**src/rtl/rissd_pkg.sv**
```systemverilog
// ----------------------------------------------------------------------------
// rissd_pkg
// Shared types and constants for the I/O page soft-switch decoder.
// ----------------------------------------------------------------------------
package rissd_pkg;

  localparam logic [1:0] CmdRead  = 2'd0;
  localparam logic [1:0] CmdWrite = 2'd1;
  localparam logic [1:0] CmdKey   = 2'd2;

  localparam logic [15:0] AddrKbdClr  = 16'hC010;
  localparam logic [15:0] AddrIoEnd   = 16'hD000;
  localparam logic [15:0] AddrDisp    = 16'hC050;
  localparam logic [15:0] AddrPlayA   = 16'hC060;
  localparam logic [15:0] AddrPlayB   = 16'hC068;
  localparam logic [15:0] AddrRomBank = 16'hC800;
  localparam logic [15:0] AddrRomRel  = 16'hCFFF;
  localparam logic [7:0]  KeyStrobe   = 8'h80;
  localparam logic [7:0]  KeyMask     = 8'b0111_1111;

  localparam int unsigned QueueDepth = 2;
  localparam int unsigned QueuePtrW  = $clog2(QueueDepth);
  localparam int unsigned QueueCntW  = $clog2(QueueDepth + 1);

  typedef enum logic [3:0] {
    OP_NONE,
    OP_KEY,
    OP_LATCH,
    OP_KBD_CLR,
    OP_REC,
    OP_DISP,
    OP_PLAY,
    OP_CARD,
    OP_ROM,
    OP_ROM_REL
  } op_e;

  typedef struct packed {
    op_e        kind;
    logic [2:0] slot;
    logic [3:0] sub;
    logic [7:0] data;
  } op_t;

  typedef struct packed {
    logic       swap;
    logic [2:0] rom_slot;
    logic [3:0] card_register;
    logic [2:0] card_slot;
    logic       card_call;
    logic       cassette_play;
    logic       cassette_record;
    logic       display_changed;
    logic [3:0] display_flags;
    logic       latch_hit;
    logic [7:0] read_data;
  } result_t;

endpackage

```
**src/rtl/rissd_front.sv**
```systemverilog
// ----------------------------------------------------------------------------
// rissd_front
// Classifies one bus word into a soft-switch operation.
// ----------------------------------------------------------------------------
module rissd_front
  import rissd_pkg::*;
(
  input  logic [1:0]  cmd_i,
  input  logic [15:0] address_i,
  input  logic [7:0]  data_i,
  output op_t         op_o
);

  op_e kind;

  always_comb begin
    kind = OP_NONE;
    unique case (cmd_i)
      CmdKey: begin
        kind = OP_KEY;
      end
      CmdRead, CmdWrite: begin
        if (address_i[15:4] == 12'hC00) begin
          kind = OP_LATCH;
        end else if (address_i[15:4] == AddrKbdClr[15:4]) begin
          kind = OP_KBD_CLR;
        end else if (address_i[15:4] == 12'hC02) begin
          kind = OP_REC;
        end else if (address_i[15:3] == AddrDisp[15:3]) begin
          kind = OP_DISP;
        end else if (address_i == AddrPlayA || address_i == AddrPlayB) begin
          kind = OP_PLAY;
        end else if (address_i[15:7] == 9'h181) begin
          kind = OP_CARD;
        end else if (address_i[15:11] == 5'b11000 && address_i[10:8] != 3'd0) begin
          kind = OP_ROM;
        end else if (address_i == AddrRomRel) begin
          kind = OP_ROM_REL;
        end
      end
      default: begin
        kind = OP_NONE;
      end
    endcase
  end

  always_comb begin
    op_o.kind = kind;
    op_o.slot = (kind == OP_ROM) ? address_i[10:8] : address_i[6:4];
    op_o.sub  = address_i[3:0];
    op_o.data = data_i;
  end

endmodule

```
**src/rtl/rissd_queue.sv**
```systemverilog
// ----------------------------------------------------------------------------
// rissd_queue
// Short queue of classified operations between front and back.
// ----------------------------------------------------------------------------
module rissd_queue
  import rissd_pkg::*;
(
  input  logic clk_i,
  input  logic rst_ni,
  input  logic push_i,
  input  op_t  push_op_i,
  output logic full_o,
  input  logic pop_i,
  output logic avail_o,
  output op_t  pop_op_o
);

  op_t                  mem_q [QueueDepth];
  logic [QueuePtrW-1:0] wr_ptr_q, wr_ptr_d;
  logic [QueuePtrW-1:0] rd_ptr_q, rd_ptr_d;
  logic [QueueCntW-1:0] cnt_q, cnt_d;
  logic                 do_push, do_pop;

  assign full_o   = (cnt_q == QueueCntW'(QueueDepth));
  assign avail_o  = (cnt_q != '0);
  assign pop_op_o = mem_q[rd_ptr_q];
  assign do_push  = push_i && !full_o;
  assign do_pop   = pop_i && avail_o;

  always_comb begin
    wr_ptr_d = wr_ptr_q;
    rd_ptr_d = rd_ptr_q;
    cnt_d    = cnt_q;
    if (do_push) begin
      wr_ptr_d = (wr_ptr_q == QueuePtrW'(QueueDepth - 1)) ? '0 : wr_ptr_q + 1'b1;
    end
    if (do_pop) begin
      rd_ptr_d = (rd_ptr_q == QueuePtrW'(QueueDepth - 1)) ? '0 : rd_ptr_q + 1'b1;
    end
    if (do_push && !do_pop) begin
      cnt_d = cnt_q + 1'b1;
    end else if (do_pop && !do_push) begin
      cnt_d = cnt_q - 1'b1;
    end
  end

  always_ff @(posedge clk_i or negedge rst_ni) begin
    if (!rst_ni) begin
      wr_ptr_q <= '0;
      rd_ptr_q <= '0;
      cnt_q    <= '0;
    end else begin
      wr_ptr_q <= wr_ptr_d;
      rd_ptr_q <= rd_ptr_d;
      cnt_q    <= cnt_d;
    end
  end

  always_ff @(posedge clk_i) begin
    if (do_push) begin
      mem_q[wr_ptr_q] <= push_op_i;
    end
  end

endmodule

```
**src/rtl/rissd_back.sv**
```systemverilog
// ----------------------------------------------------------------------------
// rissd_back
// Applies queued operations to the switch state and registers the result.
// ----------------------------------------------------------------------------
module rissd_back
  import rissd_pkg::*;
(
  input  logic    clk_i,
  input  logic    rst_ni,
  input  logic    avail_i,
  input  op_t     op_i,
  output logic    pop_o,
  output logic    out_valid_o,
  input  logic    out_ready_i,
  output result_t out_o
);

  logic [7:0] key_q, key_d;
  logic [3:0] disp_q, disp_d;
  logic [7:0] dev_q, dev_d;
  logic [7:0] strobe_q, strobe_d;
  logic [2:0] owner_q, owner_d;
  logic       out_valid_q;
  result_t    out_q, res;
  logic [1:0] disp_bit;
  logic       disp_val;

  assign pop_o       = avail_i && (!out_valid_q || out_ready_i);
  assign out_valid_o = out_valid_q;
  assign out_o       = out_q;
  assign disp_bit    = op_i.sub[2:1];
  // mixed is set by the odd switch, the others by the even one
  assign disp_val    = (disp_bit == 2'd1) ? op_i.sub[0] : !op_i.sub[0];

  always_comb begin
    key_d    = key_q;
    disp_d   = disp_q;
    dev_d    = dev_q;
    strobe_d = strobe_q;
    owner_d  = owner_q;
    res      = '0;
    case (op_i.kind)
      OP_KEY: begin
        key_d = op_i.data | KeyStrobe;
      end
      OP_LATCH: begin
        res.latch_hit = 1'b1;
        res.read_data = key_q;
      end
      OP_KBD_CLR: begin
        key_d = key_q & KeyMask;
      end
      OP_REC: begin
        res.cassette_record = 1'b1;
      end
      OP_DISP: begin
        disp_d[disp_bit]    = disp_val;
        res.display_changed = (disp_bit == 2'd0) || (disp_bit == 2'd3);
      end
      OP_PLAY: begin
        res.cassette_play = 1'b1;
      end
      OP_CARD: begin
        if (dev_q[op_i.slot] || strobe_q[op_i.slot]) begin
          res.card_call     = 1'b1;
          res.card_slot     = op_i.slot;
          res.card_register = op_i.sub;
        end else begin
          dev_d[op_i.slot] = 1'b1;
        end
      end
      OP_ROM: begin
        if (dev_q[op_i.slot] && !strobe_q[op_i.slot]) begin
          strobe_d[owner_q]   = 1'b0;
          strobe_d[op_i.slot] = 1'b1;
          owner_d             = op_i.slot;
          res.swap            = 1'b1;
        end
      end
      OP_ROM_REL: begin
        dev_d[7:1] = '0;
      end
      default: begin
      end
    endcase
    res.display_flags = disp_d;
    res.rom_slot      = owner_d;
  end

  always_ff @(posedge clk_i or negedge rst_ni) begin
    if (!rst_ni) begin
      key_q       <= '0;
      disp_q      <= '0;
      dev_q       <= '0;
      strobe_q    <= '0;
      owner_q     <= '0;
      out_valid_q <= 1'b0;
    end else begin
      if (pop_o) begin
        key_q    <= key_d;
        disp_q   <= disp_d;
        dev_q    <= dev_d;
        strobe_q <= strobe_d;
        owner_q  <= owner_d;
      end
      if (pop_o) begin
        out_valid_q <= 1'b1;
      end else if (out_ready_i) begin
        out_valid_q <= 1'b0;
      end
    end
  end

  always_ff @(posedge clk_i) begin
    if (pop_o) begin
      out_q <= res;
    end
  end

`ifndef SYNTH
  a_strobe_single: assert property (@(posedge clk_i) disable iff (!rst_ni)
    $onehot0(strobe_q))
    else $error("more than one slot holds the I/O strobe");

  a_strobe_owner: assert property (@(posedge clk_i) disable iff (!rst_ni)
    (strobe_q != '0) |-> strobe_q[owner_q])
    else $error("I/O strobe set on a slot that does not own the ROM bank");

  a_pop_result: assert property (@(posedge clk_i) disable iff (!rst_ni)
    pop_o |=> out_valid_q)
    else $error("popped operation left no result word");

  a_swap_owner: assert property (@(posedge clk_i) disable iff (!rst_ni)
    (out_valid_q && out_q.swap) |-> (out_q.rom_slot != 3'd0))
    else $error("ROM bank swapped to slot zero");
`endif

endmodule

```
**src/rtl/retro_io_soft_switch_decoder.sv**
```systemverilog
// ----------------------------------------------------------------------------
// retro_io_soft_switch_decoder
// I/O page soft-switch decoder: keyboard latch, display flags, slot select.
// ----------------------------------------------------------------------------
// channel   dir  word                          accept
// s_axis    in   tuser cmd, tdata address/data tvalid & tready
// m_axis    out  tdata result fields           tvalid & tready
//
// One word per cycle sustained while m_axis accepts; a word reaches m_axis
// after acceptance through the queue write and then the result register.
// The back end updates switch state as it pops each word, so words chain directly.
// s_axis stalls only when the two-entry queue is full.
// Reset clears all switch state; no clearing pass is needed.
module retro_io_soft_switch_decoder
  import rissd_pkg::*;
(
  input  logic        clk_i,
  input  logic        rst_ni,
  input  logic        s_axis_tvalid_i,
  output logic        s_axis_tready_o,
  input  logic [31:0] s_axis_tdata_i,  // address[15:0], data[23:16], zero
  input  logic [1:0]  s_axis_tuser_i,  // cmd[1:0]
  output logic        m_axis_tvalid_o,
  input  logic        m_axis_tready_i,
  output logic [31:0] m_axis_tdata_o   // read_data[7:0], latch_hit[8],
                                       // display_flags[12:9], display_changed[13],
                                       // cassette_record[14], cassette_play[15],
                                       // card_call[16], card_slot[19:17],
                                       // card_register[23:20], rom_slot[26:24],
                                       // rom_swap[27], zero
);

  op_t     front_op, queue_op;
  logic    queue_full, queue_avail, pop;
  result_t res;

  rissd_front u_front (
    .cmd_i     (s_axis_tuser_i),
    .address_i (s_axis_tdata_i[15:0]),
    .data_i    (s_axis_tdata_i[23:16]),
    .op_o      (front_op)
  );

  assign s_axis_tready_o = !queue_full;

  rissd_queue u_queue (
    .clk_i     (clk_i),
    .rst_ni    (rst_ni),
    .push_i    (s_axis_tvalid_i),
    .push_op_i (front_op),
    .full_o    (queue_full),
    .pop_i     (pop),
    .avail_o   (queue_avail),
    .pop_op_o  (queue_op)
  );

  rissd_back u_back (
    .clk_i       (clk_i),
    .rst_ni      (rst_ni),
    .avail_i     (queue_avail),
    .op_i        (queue_op),
    .pop_o       (pop),
    .out_valid_o (m_axis_tvalid_o),
    .out_ready_i (m_axis_tready_i),
    .out_o       (res)
  );

  assign m_axis_tdata_o = {4'd0, res};

endmodule

```
**config.mk**
```make
export PLATFORM = sky130hd
export DESIGN_NAME = retro_io_soft_switch_decoder
export DESIGN_NICKNAME = d
export VERILOG_FILES = /design/src/rtl/rissd_pkg.sv /design/src/rtl/rissd_front.sv /design/src/rtl/rissd_queue.sv /design/src/rtl/rissd_back.sv /design/src/rtl/retro_io_soft_switch_decoder.sv
export SDC_FILE = /design/constraint.sdc
export NUM_CORES = 1
export LEC_CHECK = 0
export ABC_AREA = 1
export BUFFER_PORTS_ARGS = -buffer_cell sky130_fd_sc_hd__buf_4
export CORE_MARGIN = 1.5
export CORE_UTILIZATION = 50
export DETAILED_ROUTE_END_ITERATION = 6
export PLACE_DENSITY = 0.77
export SLEW_MARGIN = 20
export SYNTH_ARGS = -nofsm -noshare
export SYNTH_HDL_FRONTEND = slang
export SYNTH_SLANG_ARGS = --single-unit
```
**constraint.sdc**
```tcl
create_clock -name clk_i -period 4.3 [get_ports clk_i]
set_input_delay 0.645 -clock clk_i [delete_from_list [all_inputs] [get_ports clk_i]]
set_output_delay 0.645 -clock clk_i [all_outputs]
set_load 0.02 [all_outputs]
```
---- Yosys cells after proc, flatten, opt, wreduce, memory -nomap -nowiden ----
Memory sizes are Yosys's and may differ from the RTL's.
Index checks and enable logic that the tools add are counted.
storage, ports and cells
  word-level logic and storage cells ...... 140
  memories kept ........................... 1
  input bits .............................. 38
  bits in writable memories ............... 38
  register bits after elaboration ......... 64
  output and inout bits ................... 34
memory list
  name           words  bits a word  read ports  clocked after Yosys merged registers in  wr ports  line               text
  u_queue.mem_q  2      19           1           0                                        1         rissd_queue.sv:18  op_t mem_q [QueueDepth];
cells by class
  bitwise operators ....................... 6
  magnitude comparators ................... 6
  reduce and logical (&&, ||, !) cells .... 35
  $add $sub $neg .......................... 4
  mux-type cells .......................... 41
  equal/unequal tests ..................... 25
operators by type and width
  operator                number
  $eq A16 B16 Y1 const B  3
  $eq A12 B12 Y1 const B  3
  $mux W4                 9
  $eq A4 B3 Y1 const B    4
  $mux W1                 16
  $or A8 B8 Y8            2
  $pmux W8 S2             1
  $pmux W7 S2             1
  $eq A13 B13 Y1 const B  1
  $eq A4 B4 Y1 const B    3
  $reduce_and A3 Y1       4
  $logic_and A1 B1 Y1     10
  $reduce_bool A2 Y1      5
  $eq A9 B9 Y1 const B    1
  $mux W3                 3
  $mux W9                 1
  $and A8 B8 Y8           1
  $eq A4 B2 Y1 const B    2
  $lt A3 B4 Y1 const B    2
  $mux W8                 1
  $not A8 Y8              1
  $pmux W4 S2             1
  $bmux W1 S3             2
  $demux W1 S3            2
  21 further kinds        38

---- Depth between registers and ports, before layout ----
  depth in word-level cells ............... 12
  gate-level depth with buffers ........... 17
  gate-level depth less buffers ........... 14

---- Modules after synthesis ----
A second synthesis with hierarchy kept.
unflattened totals
  cells, all modules ...................... 566
  area, all modules ....................... 5108.6 um^2
by module, submodules not included
  module                        instances  cells an instance  area each (um^2)  seq. area each (um^2)
  rissd_back                    1          340                2970.3            1641.6
  rissd_queue                   1          131                1624.1            1241.2
  rissd_front                   1          89                 476.7             0.0
  retro_io_soft_switch_decoder  1          6                  37.5              0.0

---- Worst setup path after synthesis ----
Ideal clock, no wire load.
  path kind ............................... input port to flip-flop
  from .................................... in m_axis_tready_i
  to ...................................... reg u_back.out_q, in the netlist u_back.out_o[0] (enable)
  data required time ...................... 3.897 ns
  arrival time ............................ 1.982 ns
  setup slack ............................. 1.915 ns
  path buffers ............................ 1
  library setup time ...................... 0.403 ns
  stages on the path ...................... 3
  path through ............................ nor2_1 a21oi_1 clkbuf_1
between the ends
  cells in the longest elaborated chain, start to end .. 2
ends and longest elaborated chain
  what                  line                                text
  start, declared       retro_io_soft_switch_decoder.sv:24  input logic m_axis_tready_i,
  $logic_or A1 B1 Y1    rissd_back.sv:28                    assign pop_o = avail_i && (!out_valid_q || out_ready_i);
  $logic_and A1 B1 Y1   rissd_back.sv:28
  net pop               retro_io_soft_switch_decoder.sv:34  logic queue_full, queue_avail, pop;
  end signal, assigned  rissd_back.sv:116                   out_q <= res;
  end, declared         rissd_back.sv:24                    result_t out_q, res;
The timed path passes the listed nets, and every way through them passes these cells.
A chain may end at the register's enable or synchronous reset.

---- Worst setup path in the final report ----
  from .................................... reg u_queue.rd_ptr_q
  to ...................................... reg u_back.strobe_q[3]
between the ends
  cells in the longest elaborated chain, start to end .. 6
  elaborated cells on any way between the ends .. 15
  those cells by class .................... 2 x order compare; 1 x eq/ne; 6 x mux; 1 x bitwise; 4 x reduce/logical; 1 x memory
ends and longest elaborated chain
  what                                                                  line                                text
  start, declared                                                       rissd_queue.sv:20                   logic [QueuePtrW-1:0] rd_ptr_q, rd_ptr_d;
  start signal, assigned                                                rissd_queue.sv:54                   rd_ptr_q <= rd_ptr_d;
  $mem_v2 Z2 W19 (*)                                                    -
  $lt A3 B4 Y1 (not written as such), or another cell as far along      rissd_back.sv:75                    strobe_d[op_i.slot] = 1'b1;
  $logic_and A1 B1 Y1 (not written as such) or $mux W1 (tied branches)  rissd_back.sv:75, rissd_back.sv:73
  $mux W1 (not written as such) or $logic_not A1 Y1 (tied branches)     rissd_back.sv:75, rissd_back.sv:73
  $demux W1 S3 or $logic_and A1 B1 Y1 (tied branches)                   -
  $or A8 B8 Y8 (no source line) or $reduce_and A3 Y1 (tied branches)    -
  end signal, assigned                                                  rissd_back.sv:103                   strobe_q <= strobe_d;
  end, declared                                                         rissd_back.sv:21                    logic [7:0] strobe_q, strobe_d;
Mark *: on every way between the ends. The rest lies on a longest branch, timed or not. The select of a mux whose other input is x is not followed.

==> results.sh <==
export IMPL_pre_cts_slack_ns=1.31
export IMPL_cts_hold_buf=0
export IMPL_drive_gt1_frac=0.196
export IMPL_synth_warnings=0
export IMPL_drv_slew=0
export IMPL_synth_area_um2=4770
export IMPL_setup_violations=0
export IMPL_leakage_uw=0.00252
export IMPL_diodes=0
export IMPL_finClkSkew_ns=0.0185
export IMPL_maxCapViolations=0
export IMPL_finalNetCount=599
export IMPL_num_vias=3503
export IMPL_die_area_um2=10100
export IMPL_ys_seq_area_frac=0.592
export IMPL_setup_tns_ns=0
export IMPL_grt_overflow=0
export IMPL_core_um2=9240
export IMPL_grt_pass1_vias=3294
export IMPL_cp_slowest_cell="dfrtp_1"
export IMPL_grt_pass1_wl_um=15200
export IMPL_holdCritPathClass="primary input to asynchronous set/reset pin"
export IMPL_synth_top_area_frac=0.403
export IMPL_cts_max_path_buffers=2
export IMPL_crit_chain="inv_2 -> nand2_1 -> nand2_1 -> inv_2 -> nand2_1 -> nand2_1 -> nand2_1 -> nand2_4 -> nand3_4 -> nor2_8 -> nand2_2 -> nand2_1 -> nand2_1"
export IMPL_cts_setup_buffers=0
export IMPL_tightest_slew_ns=0.911
export IMPL_grt_max_degree=51
export IMPL_num_rows=35
export IMPL_cts_root_buf="clkbuf_8"
export IMPL_cts_buffers=9
export IMPL_grt_usage=0.193
export IMPL_outcome="complete, no violations"
export IMPL_worstPathArrival_ns=3.21
export IMPL_synth_cell_types=35
export IMPL_clock_latency_ns=0.36
export IMPL_setup_worst_path_start_class="register"
export IMPL_synth_seq_cells=100
export IMPL_drc=0
export IMPL_numPortBuffers=58
export IMPL_synthCells=497
export IMPL_crit_type="register to register"
export IMPL_avgSynthCellArea_um2=9.59
export IMPL_fin_crit_sh=0.690
export IMPL_cp_num_buf_inv=2
export IMPL_die_height_um=101
export IMPL_power_density_nw_per_um2=666
export IMPL_cts_tree="built"
export IMPL_clkSlewWorstSetupHoldPaths_ns=0.10
export IMPL_finalWirelength_um=9170
export IMPL_crit_family="simple AND/OR/NAND/NOR gates"
export IMPL_htreeDepth=3
export IMPL_drt_initial_drc_count=196
export IMPL_worstPathRequired_ns=4.54
export IMPL_hpwl_um=6570
export IMPL_cp_max_fo=20
export IMPL_crit_top_cell="nand2_1"
export IMPL_pin_count=72
export IMPL_relSlewSlack=0.392
export IMPL_cp_end_kind="register"
export IMPL_finalHoldViolCount=0
export IMPL_firstDrtPassIters=5
export IMPL_finish_utilization=0.594
export IMPL_start_util=0.516
export IMPL_peakVddDrop_mv=0.285
export IMPL_routed_via_density=5.08
export IMPL_synth_area_top_cells="edfxtp_1, dfrtp_1, nand2_1"
export IMPL_ctsResizeCount=0
export IMPL_gp_congestion=0.848
export IMPL_antenna_found_initial=0
export IMPL_dieWidth_um=101
export IMPL_layout_setup_ws_ns=1.33
export IMPL_syn_to_final_growth_pct=15.1
export IMPL_clkSinkCount=100
export IMPL_antenna_left=0
export IMPL_drt_wirelength_per_cell_um=13.3
export IMPL_fmaxAchievable_mhz=337
export IMPL_rsz0062_at_grt="false"
export IMPL_slowest_delay_ns=0.84
export IMPL_synth_top_cell_by_area="edfxtp_1"
export IMPL_layout_min_cycle_time_ns=2.97
## cell families (layout without fill, tap and decap cells)
group,after synthesis,count (layout),synth area share
adder cells (fa/ha/maj),5,5,0.0131
buffers and inverters,80,141,0.0743
flip-flops,100,100,0.592
AND/OR/NAND/NOR,249,249,0.234
multiplexers,4,4,0.00840
XOR/XNOR,4,4,0.00735
AO/OA/AOI/OAI,54,54,0.0701
other,1,4,0.000786
## cells in the mapped netlist
cell	n
o21ai_4	2
xnor2_1	1
o2111ai_1	7
nand3_4	1
inv_1	60
a41oi_1	1
nor2_4	1
o21ai_0	33
nor3_1	11
o21ai_2	1
nand2_4	2
o21bai_1	1
mux2i_1	4
o21ai_1	2
xor2_1	3
nor2_8	2
nand2_2	8
nor2_1	44
or2_1	1
nand2_1	132
buf_2	1
nor2_2	1
edfxtp_1	64
buf_6	4
or2_2	9
o31ai_1	2
ha_1	5
clkbuf_1	4
nand4_1	4
buf_4	6
a21oi_1	5
conb_1	1
nand3_1	33
inv_2	5
dfrtp_1	36
## path summary, 6_finish.rpt
check                                        start                   to  slack [ns]  cells after the start
worst max-delay path              u_queue.rd_ptr_q   u_back.strobe_q[3]        1.33                     13
worst min-delay path                        rst_ni   u_back.strobe_q[0]        0.23                      1
min in group clk_i              s_axis_tdata_i[18]  u_queue.mem_q[1][2]        0.46                      1
worst max register to register    u_queue.rd_ptr_q   u_back.strobe_q[3]        1.33                     13
max in group asynchronous                   rst_ni      u_back.dev_q[7]        3.72                      1
worst min register to register    u_queue.cnt_q[0]     u_queue.cnt_q[0]        0.48                      1
## power by group
part,switching (uW),internal [uW]
Sequential,163,1420
Combinational,1010,488
Clock,349,227
## through the flow
stage	power, uW	cell area [um2]	hold slack (ns)	cells
global route	3920	5490	0.249	690
floorplan	2630	4780	0.349	500
CTS	3680	5490	0.241	690
detailed placement	3110	5300	0.467	674
finish	3650	5490	0.229	690
global placement	3040	5300	0.460	674
## area by class of cell
cell class	count	area (um2)
clock buffers	9	124
clock inverters	7	70.1
fillers	759	3750
inverters	65	244
multi-input cells	320	1620
flip-flops and latches	100	2820
well taps	129	161
repair buffers	60	450
## cells in the final DEF, fill, tap and decap left out, types with 2 or more instances in the layout
cell type / netlist / layout
nand2_1: 132 / 132
edfxtp_1: 64 / 64
inv_1: 60 / 60
buf_4: 6 / 60
nor2_1: 44 / 43
dfrtp_1: 36 / 36
o21ai_0: 33 / 33
nand3_1: 33 / 33
nor3_1: 11 / 11
or2_2: 9 / 9
clkbuf_8: 0 / 9
nand2_2: 8 / 8
o2111ai_1: 7 / 7
inv_2: 5 / 5
ha_1: 5 / 5
mux2i_1: 4 / 4
nand4_1: 4 / 4
a21oi_1: 5 / 4
conb_1: 1 / 4
xor2_1: 3 / 3
o21ai_1: 2 / 2
o21ai_4: 2 / 2
nand2_4: 2 / 2
nor2_8: 2 / 2
o31ai_1: 2 / 2
nor2_2: 1 / 2
clkinv_4: 0 / 2
inv_8: 0 / 2
## state kept, by name, summed over array words and instances, names as in the netlist, 2 cells and up
register         cells
u_back.owner_q       3
u_queue.cnt_q        2
u_queue.mem_q       36
u_back.out_o        28
u_back.strobe_q      8
u_back.dev_q         8
u_back.key_q         8
u_back.disp_q        4
## routing by layer
layer,track usage,up-vias,routed length (um)
met5,0,-,0
met4,0.0444,0,78
met3,0.0423,9,571
met2,0.323,131,4550
met1,0.258,1626,3970
li1,-,1737,-
(Power assumes the default switching activity.)
